==> config.mk <==
export PLATFORM = sky130hd
export DESIGN_NAME = pulse_detect_bpm
export DESIGN_NICKNAME = d
export VERILOG_FILES = /design/src/hdl/pdb_pkg.sv /design/src/hdl/pdb_div.sv /design/src/hdl/pdb_datapath.sv /design/src/hdl/pdb_ctrl.sv /design/src/hdl/pulse_detect_bpm.sv
export VERILOG_INCLUDE_DIRS = /design/src /design/src/hdl
export SDC_FILE = /design/constraint.sdc
export NUM_CORES = 1
export LEC_CHECK = 0
export BUFFER_PORTS_ARGS = -buffer_cell sky130_fd_sc_hd__buf_2
export CAP_MARGIN = 10
export CORE_MARGIN = 2
export CORE_UTILIZATION = 40
export CTS_CLUSTER_DIAMETER = 40
export CTS_CLUSTER_SIZE = 8
export DETAILED_ROUTE_END_ITERATION = 12
export GPL_TIMING_DRIVEN = 0
export PLACE_DENSITY_LB_ADDON = 0.2
export SLEW_MARGIN = 20
export SYNTH_ARGS = -nofsm -noshare
export SYNTH_HDL_FRONTEND = slang
export SYNTH_SLANG_ARGS = --single-unit
==> constraint.sdc <==
create_clock -name clk -period 6.6 [get_ports clk]
set_input_delay 1.65 -clock clk [delete_from_list [all_inputs] [get_ports clk]]
set_output_delay 1.65 -clock clk [all_outputs]
set_load 0.02 [all_outputs]
==> src/hdl/assert_macros.svh <==
// Assertion macros used by the pulse detector controller
`ifndef ASSERT_MACROS_SVH
`define ASSERT_MACROS_SVH

// Same-cycle implication, held off during reset
`define ASSERT_IMPLY(label, clk, rst_n, ante, cons, msg) \
  label: assert property (@(posedge clk) disable iff (!rst_n) (ante) |-> (cons)) \
    else $error(msg);

// Next-cycle implication, held off during reset
`define ASSERT_NEXT(label, clk, rst_n, ante, cons, msg) \
  label: assert property (@(posedge clk) disable iff (!rst_n) (ante) |=> (cons)) \
    else $error(msg);

`endif

==> src/hdl/pdb_pkg.sv <==
// Shared widths, constants and controller/datapath interface types
package pdb_pkg;

  localparam int SAMPLE_W          = 18;
  localparam int STAMP_W           = 32;
  localparam int RATE_W            = 26;
  localparam int CFG_W             = 18;
  localparam int CFG_IDX_W         = 1;
  localparam int DIV_W             = 32;
  localparam int HISTORY_DEPTH_DEF = 10;

  localparam logic [DIV_W-1:0]     RATE_NUMERATOR = 32'd60000000;
  localparam logic [CFG_W-1:0]     UPPER_RESET    = 18'd2000;
  localparam logic [CFG_W-1:0]     LOWER_RESET    = 18'd100;

  localparam logic [CFG_IDX_W-1:0] REG_UPPER = 1'd0;
  localparam logic [CFG_IDX_W-1:0] REG_LOWER = 1'd1;

  typedef enum logic {
    DIV_RATE,
    DIV_AVG
  } div_sel_t;

  // Commands from the controller to the datapath
  typedef struct packed {
    logic     step;       // input word accepted: update detector
    logic     div_start;
    div_sel_t div_sel;
    logic     rate_wr;    // capture divider quotient as beat rate
    logic     ring_wr;    // push rate into history, update sum
    logic     avg_wr;     // capture divider quotient as average
    logic     out_load;
    logic     out_beat;
  } pdb_cmd_t;

  // Status from the datapath to the controller
  typedef struct packed {
    logic beat;           // current input word completes a beat
    logic interval_zero;
    logic div_done;
  } pdb_sts_t;

endpackage

==> src/hdl/pdb_div.sv <==
// Restoring unsigned divider, one quotient bit per cycle
module pdb_div
  import pdb_pkg::*;
#(
  parameter int W = DIV_W
) (
  input  logic         clk,
  input  logic         rst_n,
  input  logic         start,
  input  logic [W-1:0] dividend,
  input  logic [W-1:0] divisor,
  output logic [W-1:0] quotient,
  output logic         done
);

  localparam int CNT_W = (W > 1) ? $clog2(W) : 1;

  logic             busy_r;
  logic             done_r;
  logic [CNT_W-1:0] cnt_r;
  logic [W-1:0]     rem_r;
  logic [W-1:0]     quo_r;
  logic [W-1:0]     dsr_r;
  logic [W:0]       rem_sh;
  logic [W:0]       trial;

  assign rem_sh = {rem_r, quo_r[W-1]};
  assign trial  = rem_sh - {1'b0, dsr_r};

  always_ff @(posedge clk) begin
    if (!rst_n) begin
      busy_r <= 1'b0;
      done_r <= 1'b0;
    end else begin
      done_r <= 1'b0;
      if (start) begin
        busy_r <= 1'b1;
        cnt_r  <= CNT_W'(W - 1);
        rem_r  <= '0;
        quo_r  <= dividend;
        dsr_r  <= divisor;
      end else if (busy_r) begin
        // keep the trial difference when it does not go negative
        if (!trial[W]) begin
          rem_r <= trial[W-1:0];
          quo_r <= {quo_r[W-2:0], 1'b1};
        end else begin
          rem_r <= rem_sh[W-1:0];
          quo_r <= {quo_r[W-2:0], 1'b0};
        end
        if (cnt_r == '0) begin
          busy_r <= 1'b0;
          done_r <= 1'b1;
        end else begin
          cnt_r <= cnt_r - 1'b1;
        end
      end
    end
  end

  assign quotient = quo_r;
  assign done     = done_r;

endmodule

==> src/hdl/pdb_datapath.sv <==
// Datapath: thresholds, peak tracking, history ring, divider and result register
module pdb_datapath
  import pdb_pkg::*;
#(
  parameter int HISTORY_DEPTH = HISTORY_DEPTH_DEF
) (
  input  logic                 clk,
  input  logic                 rst_n,
  input  logic                 cfg_we,
  input  logic [CFG_IDX_W-1:0] cfg_index,
  input  logic [CFG_W-1:0]     cfg_data,
  input  logic [SAMPLE_W-1:0]  in_sample_value,
  input  logic [STAMP_W-1:0]   in_timestamp_us,
  input  pdb_cmd_t             cmd,
  output pdb_sts_t             sts,
  output logic                 out_beat,
  output logic [RATE_W-1:0]    out_bpm_average,
  output logic [SAMPLE_W-1:0]  out_peak_level
);

  localparam int IDX_W = (HISTORY_DEPTH > 1) ? $clog2(HISTORY_DEPTH) : 1;
  localparam int CNT_W = $clog2(HISTORY_DEPTH + 1);
  localparam int SUM_W = RATE_W + CNT_W;

  typedef enum logic [1:0] {
    DET_IDLE,
    DET_UP,
    DET_DOWN
  } det_t;

  logic [CFG_W-1:0]    upper_r;
  logic [CFG_W-1:0]    lower_r;

  det_t                det_r, det_nxt;
  logic [SAMPLE_W-1:0] prev_sample_r, prev_sample_nxt;
  logic [STAMP_W-1:0]  peak_time_r, peak_time_nxt;
  logic [STAMP_W-1:0]  prev_peak_r, prev_peak_nxt;
  logic [SAMPLE_W-1:0] peak_level_r, peak_level_nxt;

  logic [RATE_W-1:0]   ring_r [HISTORY_DEPTH];
  logic [IDX_W-1:0]    idx_r;
  logic [CNT_W-1:0]    cnt_r;
  logic [SUM_W-1:0]    sum_r;
  logic [RATE_W-1:0]   rate_r;
  logic [RATE_W-1:0]   avg_r;

  logic                over;
  logic                beat;
  logic [STAMP_W-1:0]  interval;

  logic [DIV_W-1:0]    div_dividend;
  logic [DIV_W-1:0]    div_divisor;
  logic [DIV_W-1:0]    div_quo;
  logic                div_done;

  logic                out_beat_r;
  logic [RATE_W-1:0]   out_bpm_r;
  logic [SAMPLE_W-1:0] out_peak_r;

  // Configuration registers
  always_ff @(posedge clk) begin
    if (!rst_n) begin
      upper_r <= UPPER_RESET;
      lower_r <= LOWER_RESET;
    end else if (cfg_we) begin
      if (cfg_index == REG_UPPER) begin
        upper_r <= cfg_data;
      end
      if (cfg_index == REG_LOWER) begin
        lower_r <= cfg_data;
      end
    end
  end

  assign interval = peak_time_r - prev_peak_r;
  assign over     = in_sample_value > upper_r;

  // Detector next state for the word on the input
  always_comb begin
    det_nxt         = det_r;
    prev_sample_nxt = in_sample_value;
    peak_time_nxt   = peak_time_r;
    prev_peak_nxt   = prev_peak_r;
    peak_level_nxt  = peak_level_r;
    beat            = 1'b0;
    if (over) begin
      det_nxt         = DET_IDLE;
      prev_sample_nxt = '0;
      peak_time_nxt   = '0;
      prev_peak_nxt   = '0;
      peak_level_nxt  = '0;
    end else begin
      case (det_r)
        DET_IDLE: begin
          if (in_sample_value >= lower_r) begin
            det_nxt = DET_UP;
          end
        end
        DET_UP: begin
          if (in_sample_value > prev_sample_r) begin
            peak_time_nxt  = in_timestamp_us;
            peak_level_nxt = in_sample_value;
          end else begin
            // trace no longer rising: beat, previous sample held
            beat            = 1'b1;
            det_nxt         = DET_DOWN;
            prev_peak_nxt   = peak_time_r;
            prev_sample_nxt = prev_sample_r;
          end
        end
        DET_DOWN: begin
          if (in_sample_value < lower_r) begin
            det_nxt = DET_IDLE;
          end
        end
        default: ;
      endcase
    end
  end

  always_ff @(posedge clk) begin
    if (!rst_n) begin
      det_r         <= DET_IDLE;
      prev_sample_r <= '0;
      peak_time_r   <= '0;
      prev_peak_r   <= '0;
      peak_level_r  <= '0;
    end else if (cmd.step) begin
      det_r         <= det_nxt;
      prev_sample_r <= prev_sample_nxt;
      peak_time_r   <= peak_time_nxt;
      prev_peak_r   <= prev_peak_nxt;
      peak_level_r  <= peak_level_nxt;
    end
  end

  // Rate history ring with running sum
  always_ff @(posedge clk) begin
    if (!rst_n) begin
      for (int i = 0; i < HISTORY_DEPTH; i++) begin
        ring_r[i] <= '0;
      end
      idx_r <= '0;
      cnt_r <= '0;
      sum_r <= '0;
      avg_r <= '0;
    end else begin
      if (cmd.ring_wr) begin
        ring_r[idx_r] <= rate_r;
        sum_r <= sum_r - SUM_W'(ring_r[idx_r]) + SUM_W'(rate_r);
        if (idx_r == IDX_W'(HISTORY_DEPTH - 1)) begin
          idx_r <= '0;
        end else begin
          idx_r <= idx_r + 1'b1;
        end
        if (cnt_r < CNT_W'(HISTORY_DEPTH)) begin
          cnt_r <= cnt_r + 1'b1;
        end
      end
      if (cmd.avg_wr) begin
        avg_r <= div_quo[RATE_W-1:0];
      end
    end
  end

  // Zero interval stores a zero rate; otherwise the quotient replaces it
  always_ff @(posedge clk) begin
    if (cmd.step) begin
      rate_r <= '0;
    end else if (cmd.rate_wr) begin
      rate_r <= div_quo[RATE_W-1:0];
    end
  end

  assign div_dividend = (cmd.div_sel == DIV_RATE) ? RATE_NUMERATOR : DIV_W'(sum_r);
  assign div_divisor  = (cmd.div_sel == DIV_RATE) ? DIV_W'(interval) : DIV_W'(cnt_r);

  pdb_div #(
    .W (DIV_W)
  ) u_div (
    .clk      (clk),
    .rst_n    (rst_n),
    .start    (cmd.div_start),
    .dividend (div_dividend),
    .divisor  (div_divisor),
    .quotient (div_quo),
    .done     (div_done)
  );

  // Result word register
  always_ff @(posedge clk) begin
    if (cmd.out_load) begin
      out_beat_r <= cmd.out_beat;
      out_bpm_r  <= avg_r;
      out_peak_r <= cmd.step ? peak_level_nxt : peak_level_r;
    end
  end

  assign sts.beat          = beat;
  assign sts.interval_zero = (interval == '0);
  assign sts.div_done      = div_done;

  assign out_beat        = out_beat_r;
  assign out_bpm_average = out_bpm_r;
  assign out_peak_level  = out_peak_r;

endmodule

==> src/hdl/pdb_ctrl.sv <==
// Controller: handshakes and sequencing of the beat-rate computation
`include "assert_macros.svh"

module pdb_ctrl
  import pdb_pkg::*;
(
  input  logic     clk,
  input  logic     rst_n,
  input  logic     in_valid,
  output logic     in_stall,
  output logic     out_valid,
  input  logic     out_stall,
  output pdb_cmd_t cmd,
  input  pdb_sts_t sts
);

  typedef enum logic [2:0] {
    S_WAIT,
    S_RDIV,
    S_RING,
    S_ASTART,
    S_ADIV,
    S_OUT
  } state_t;

  state_t state_r, state_nxt;
  logic   out_valid_r, out_valid_nxt;
  logic   out_free;
  logic   accept;

  assign out_free = !out_valid_r || !out_stall;
  assign in_stall = (state_r != S_WAIT) || !out_free;
  assign accept   = in_valid && !in_stall;

  always_comb begin
    state_nxt = state_r;
    cmd       = '0;
    cmd.div_sel = DIV_RATE;
    case (state_r)
      S_WAIT: begin
        if (accept) begin
          cmd.step = 1'b1;
          if (sts.beat) begin
            cmd.div_start = !sts.interval_zero;
            state_nxt     = sts.interval_zero ? S_RING : S_RDIV;
          end else begin
            cmd.out_load = 1'b1;
          end
        end
      end
      S_RDIV: begin
        if (sts.div_done) begin
          cmd.rate_wr = 1'b1;
          state_nxt   = S_RING;
        end
      end
      S_RING: begin
        cmd.ring_wr = 1'b1;
        state_nxt   = S_ASTART;
      end
      S_ASTART: begin
        cmd.div_start = 1'b1;
        cmd.div_sel   = DIV_AVG;
        state_nxt     = S_ADIV;
      end
      S_ADIV: begin
        cmd.div_sel = DIV_AVG;
        if (sts.div_done) begin
          cmd.avg_wr = 1'b1;
          state_nxt  = S_OUT;
        end
      end
      S_OUT: begin
        // wait for the result register to drain
        if (out_free) begin
          cmd.out_load = 1'b1;
          cmd.out_beat = 1'b1;
          state_nxt    = S_WAIT;
        end
      end
      default: state_nxt = S_WAIT;
    endcase
  end

  always_comb begin
    if (cmd.out_load) begin
      out_valid_nxt = 1'b1;
    end else if (!out_stall) begin
      out_valid_nxt = 1'b0;
    end else begin
      out_valid_nxt = out_valid_r;
    end
  end

  always_ff @(posedge clk) begin
    if (!rst_n) begin
      state_r     <= S_WAIT;
      out_valid_r <= 1'b0;
    end else begin
      state_r     <= state_nxt;
      out_valid_r <= out_valid_nxt;
    end
  end

  assign out_valid = out_valid_r;

  `ASSERT_IMPLY(a_busy_stall, clk, rst_n, state_r != S_WAIT, in_stall, "input taken while busy")
  `ASSERT_IMPLY(a_no_overwrite, clk, rst_n, cmd.out_load, out_free, "result word overwritten")
  `ASSERT_IMPLY(a_done_in_div, clk, rst_n, sts.div_done, (state_r == S_RDIV) || (state_r == S_ADIV), "divider done outside a divide state")
  `ASSERT_NEXT(a_beat_seq, clk, rst_n, cmd.step && sts.beat, (state_r == S_RDIV) || (state_r == S_RING), "beat did not start rate update")

endmodule

==> src/hdl/pulse_detect_bpm.sv <==
// Pulse beat detector with averaged beats per minute: top level
// Takes one filtered pulse sample with its microsecond timestamp per input word
// and returns one result word per sample: a beat flag, the averaged rate over
// the last HISTORY_DEPTH beats, and the latest peak level. A sample that does
// not complete a beat is loaded into the result register when accepted, and
// the next sample may follow at once unless the output stalls. A beat sample
// stalls the input while the 32-step bit-serial divider runs for 60000000 over
// the peak interval (if nonzero), then for the history sum over the beat
// count. The user must write cfg port thresholds only while idle; not enforced.
module pulse_detect_bpm
  import pdb_pkg::*;
#(
  parameter int HISTORY_DEPTH = HISTORY_DEPTH_DEF
) (
  input  logic                 clk,
  input  logic                 rst_n,
  input  logic                 cfg_we,
  input  logic [CFG_IDX_W-1:0] cfg_index,
  input  logic [CFG_W-1:0]     cfg_data,
  input  logic                 in_valid,
  output logic                 in_stall,
  input  logic [SAMPLE_W-1:0]  in_sample_value,
  input  logic [STAMP_W-1:0]   in_timestamp_us,
  output logic                 out_valid,
  input  logic                 out_stall,
  output logic                 out_beat,
  output logic [RATE_W-1:0]    out_bpm_average,
  output logic [SAMPLE_W-1:0]  out_peak_level
);

  pdb_cmd_t cmd;
  pdb_sts_t sts;

  pdb_ctrl u_ctrl (
    .clk       (clk),
    .rst_n     (rst_n),
    .in_valid  (in_valid),
    .in_stall  (in_stall),
    .out_valid (out_valid),
    .out_stall (out_stall),
    .cmd       (cmd),
    .sts       (sts)
  );

  pdb_datapath #(
    .HISTORY_DEPTH (HISTORY_DEPTH)
  ) u_datapath (
    .clk             (clk),
    .rst_n           (rst_n),
    .cfg_we          (cfg_we),
    .cfg_index       (cfg_index),
    .cfg_data        (cfg_data),
    .in_sample_value (in_sample_value),
    .in_timestamp_us (in_timestamp_us),
    .cmd             (cmd),
    .sts             (sts),
    .out_beat        (out_beat),
    .out_bpm_average (out_bpm_average),
    .out_peak_level  (out_peak_level)
  );

endmodule
==> out/qor.csv <==
metric,value,unit
RSZ-0062 raised after global routing,false,
Max Fclk,158,MHz
Placement Setup Slack,-0.961,ns
Leakage,17.5,nW
Routed wire per std cell,20.6,um
min Tclk post-route,6.33,ns
worst vdd ir,0.159,mV
Netlist cell types,83,
area of the multi-input gates,15300,um^2
global-route wire length before repair,158,mm
post-DP HPWL,74.4,mm
PD cells,289,nW/um^2
most frequent cells after synthesis,"edfxtp_1 (562), nor2_1 (395), nand2_1 (329)",
clk_skew,0.0434,ns
DR vias/cell,5.42,
drt first pass iters,6,
most common cell in the netlist,edfxtp_1,
cell accounting for the most synthesized area,edfxtp_1,
Synth top area share,43.7,%
top post-synthesis cells by area,"edfxtp_1 (44%), dfxtp_1 (12%), mux4_2 (7.6%), ha_1 (4.9%), nor2_1 (3.8%)",
Root Buffer,clkbuf_16,
syn avg cell area,11.6,um^2
insertion delay to the later sink of the worst-skew pair,0.73,ns
# rows,113,
min-delay src,u_datapath.avg_r[18]$_SDFFE_PN0P_,
Post-Syn Nets,3594,
Critical Path RT,7.25,ns
clock slew at reported path FFs,0.05,ns
Synth Instances,3340,
r2r worst-path depth,18,
DIE AREA,99000,um^2
"Setup violations, final",0,
Worst Setup End Kind,flip-flop,
clk sinks,800,
synthesis warning total,0,
nets,3869,
DRT iter0 DRCs,2234,
fin area,45700,um^2
mapped cell area,38600,um^2
register area,21600,um^2
crit share post-route,95.9,%
# IOs,121,
Layout area overhead,18.3,%
Least-Margin Pin Slew,1.11,ns
Pwr Total,13.2,mW
# Max-Cap Violations,0,
H-tree depth,4,
Finished Core Util,47.9,%
fin. max-slew vios,0,
share of layout cells above drive strength 1,14.0,%
width of the die,315,um
dpl cell area,41100,um^2
Post-CTS Setup Inserts,0,
WHS Endpoint,u_datapath.out_bpm_average[18]$_DFFE_PP_,
Core Area,95300,um^2
R2R Path End,u_datapath.sum_r[17]$_SDFFE_PN0P_,
CP arrival,6.98,ns
vias in the first global route,26700,
DRC Markers,0,
Post-CTS Hold Buffers,0,
post-synthesis async set-or-reset flop share,0,%
Initial Util,40.5,%
Startpoint Class,flip-flop,
status,"complete, no violations",
CTS tree,yes,
GRT overflow,0,
most common flop cell mapped by yosys,edfxtp_1,
Buffers on Ports,119,
Final Hold Viols,0,
largest net degree at the start of global routing,38,
Routability Congestion,0.890,
Setup WS post-layout,0.270,ns
die height,315,um
CTS resizes,10,
total track usage,20.8,%
cts bufs inserted,141,
fill count,8617,
via count,26900,
normalized max-slew margin,25.7,%
Clock Tree Buf Depth,3,
sequential share of the synthesized area,56.1,%
Yosys reg bits,800,
hold depth,0,
Routed Antenna Nets,0,
WL final,103,mm
Worst Path Max Fanout,10,
initial antenna violation count,1,
Post-synth EDFFs,562,
Worst R2R Setup Slack,0.27,ns
kind of critical path,flip-flop to flip-flop,
Hold Path Class,flip-flop to flip-flop,
Hold Slack,0.425,ns
worst max-delay path by stage:
stage                                      startpoint                                       to  slack (ns)  cells past startpoint
2_1_floorplan  u_datapath.peak_time_r[0]$_SDFFE_PN0P_   u_datapath.u_div.quotient[0]$_DFFE_PP_        0.66                     13
3_3_place_gp                       in_sample_value[7]  u_datapath.u_div.quotient[21]$_DFFE_PP_       -1.86                     14
3_5_place_dp                                flip-flop        u_datapath.sum_r[17]$_SDFFE_PN0P_       -0.96                     18
4_1_cts                                     flip-flop        u_datapath.sum_r[17]$_SDFFE_PN0P_        0.01                     18
5_1_grt                                     flip-flop        u_datapath.sum_r[17]$_SDFFE_PN0P_        0.01                     18
6_report                                    flip-flop        u_datapath.sum_r[17]$_SDFFE_PN0P_        0.27                     18
cell families after synthesis:
group                    synth area share, %
flip-flops                              56.1
buffers and inverters                   4.59
multiplexers                            9.20
AO/OA/AOI/OAI                           11.0
XOR/XNOR                                1.61
AND/OR/NAND/NOR                         11.2
adder cells (fa/ha/maj)                 6.38
critical path: stages, from the launching register on:
cell and delay (ns):
dfxtp_1 0.30, clkbuf_1 0.25, clkdlybuf4s15_2 0.51, clkbuf_1 0.53
mux4_2 0.46, mux4_2 0.58, fa_1 0.62, inv_1 0.06
ha_1 0.31, a211oi_1 0.32, o21ai_0 0.31, a2111oi_4 0.53
o31ai_1 0.26, a311oi_1 0.46, o21bai_1 0.12, a21oi_1 0.22
xnor2_1 0.17, nand2_1 0.07, a21oi_1 0.16
cell usage in the layout, fill, tap and decap left out, drive strengths merged, types with 79 or more instances in the layout:
cell type and n:
edfxtp 562, nor2 396, clkbuf 349, nand2 329, inv 291, dfxtp 238, a21oi 235, buf 153
ha 152, mux4 130, a22oi 84, o21ai 79
through the flow:
step,instances,setup TNS (ns)
after floorplan,3340,0
after global placement,4724,-166.41
after detailed placement,4737,-5.86
after CTS,4972,0
after global routing,4972,0
final,4974,0
state kept, by name, summed over array words and instances, names as in the netlist, 2 cells and up, named ones only:
signal	count
u_datapath.u_div.quotient	32
u_datapath.u_div.rem_r	32
u_datapath.peak_time_r	32
u_datapath.u_div.dsr_r	32
u_datapath.prev_sample_r	18
u_datapath.out_peak_level	18
u_datapath.ring_r	416
u_datapath.avg_r	26
u_datapath.u_div.cnt_r	5
u_datapath.out_bpm_average	26
u_ctrl.state_r	3
u_datapath.rate_r	26
u_datapath.upper_r	18
u_datapath.cnt_r	4
u_datapath.peak_level_r	18
u_datapath.det_r	2
u_datapath.lower_r	18
u_datapath.idx_r	4
u_datapath.sum_r	30
u_datapath.prev_peak_r	32
area by class of cell:
cell class | instances | share of cell area (%)
Antenna cell | 2 | 0.0110
Buffer | 182 | 1.59
Clock buffer | 189 | 8.50
Clock inverter | 46 | 1.38
Inverter | 285 | 2.34
Multi-Input combinational cell | 2073 | 33.5
Sequential cell | 800 | 47.4
Tap cell | 1265 | 3.46
Timing Repair Buffer | 132 | 1.81
power by group:
part | switching [mW] | leakage (nW) | internal, mW | total (mW)
sequential | 0.0328 | 7.75 | 5.45 | 5.48
clock | 2.46 | 2.19 | 4.50 | 6.96
combinational | 0.524 | 7.57 | 0.225 | 0.750
total | 3.02 | 17.5 | 10.2 | 13.2
per-layer routing:
layer	share of wire (%)	global-route usage, %	vias up
li1	-	-	12700
met1	46	28.9	13400
met2	47	33.3	694
met4	2.4	6.31	2
met5	0.012	0	-
met3	5.0	3.68	170
(Power assumes the default switching activity.)
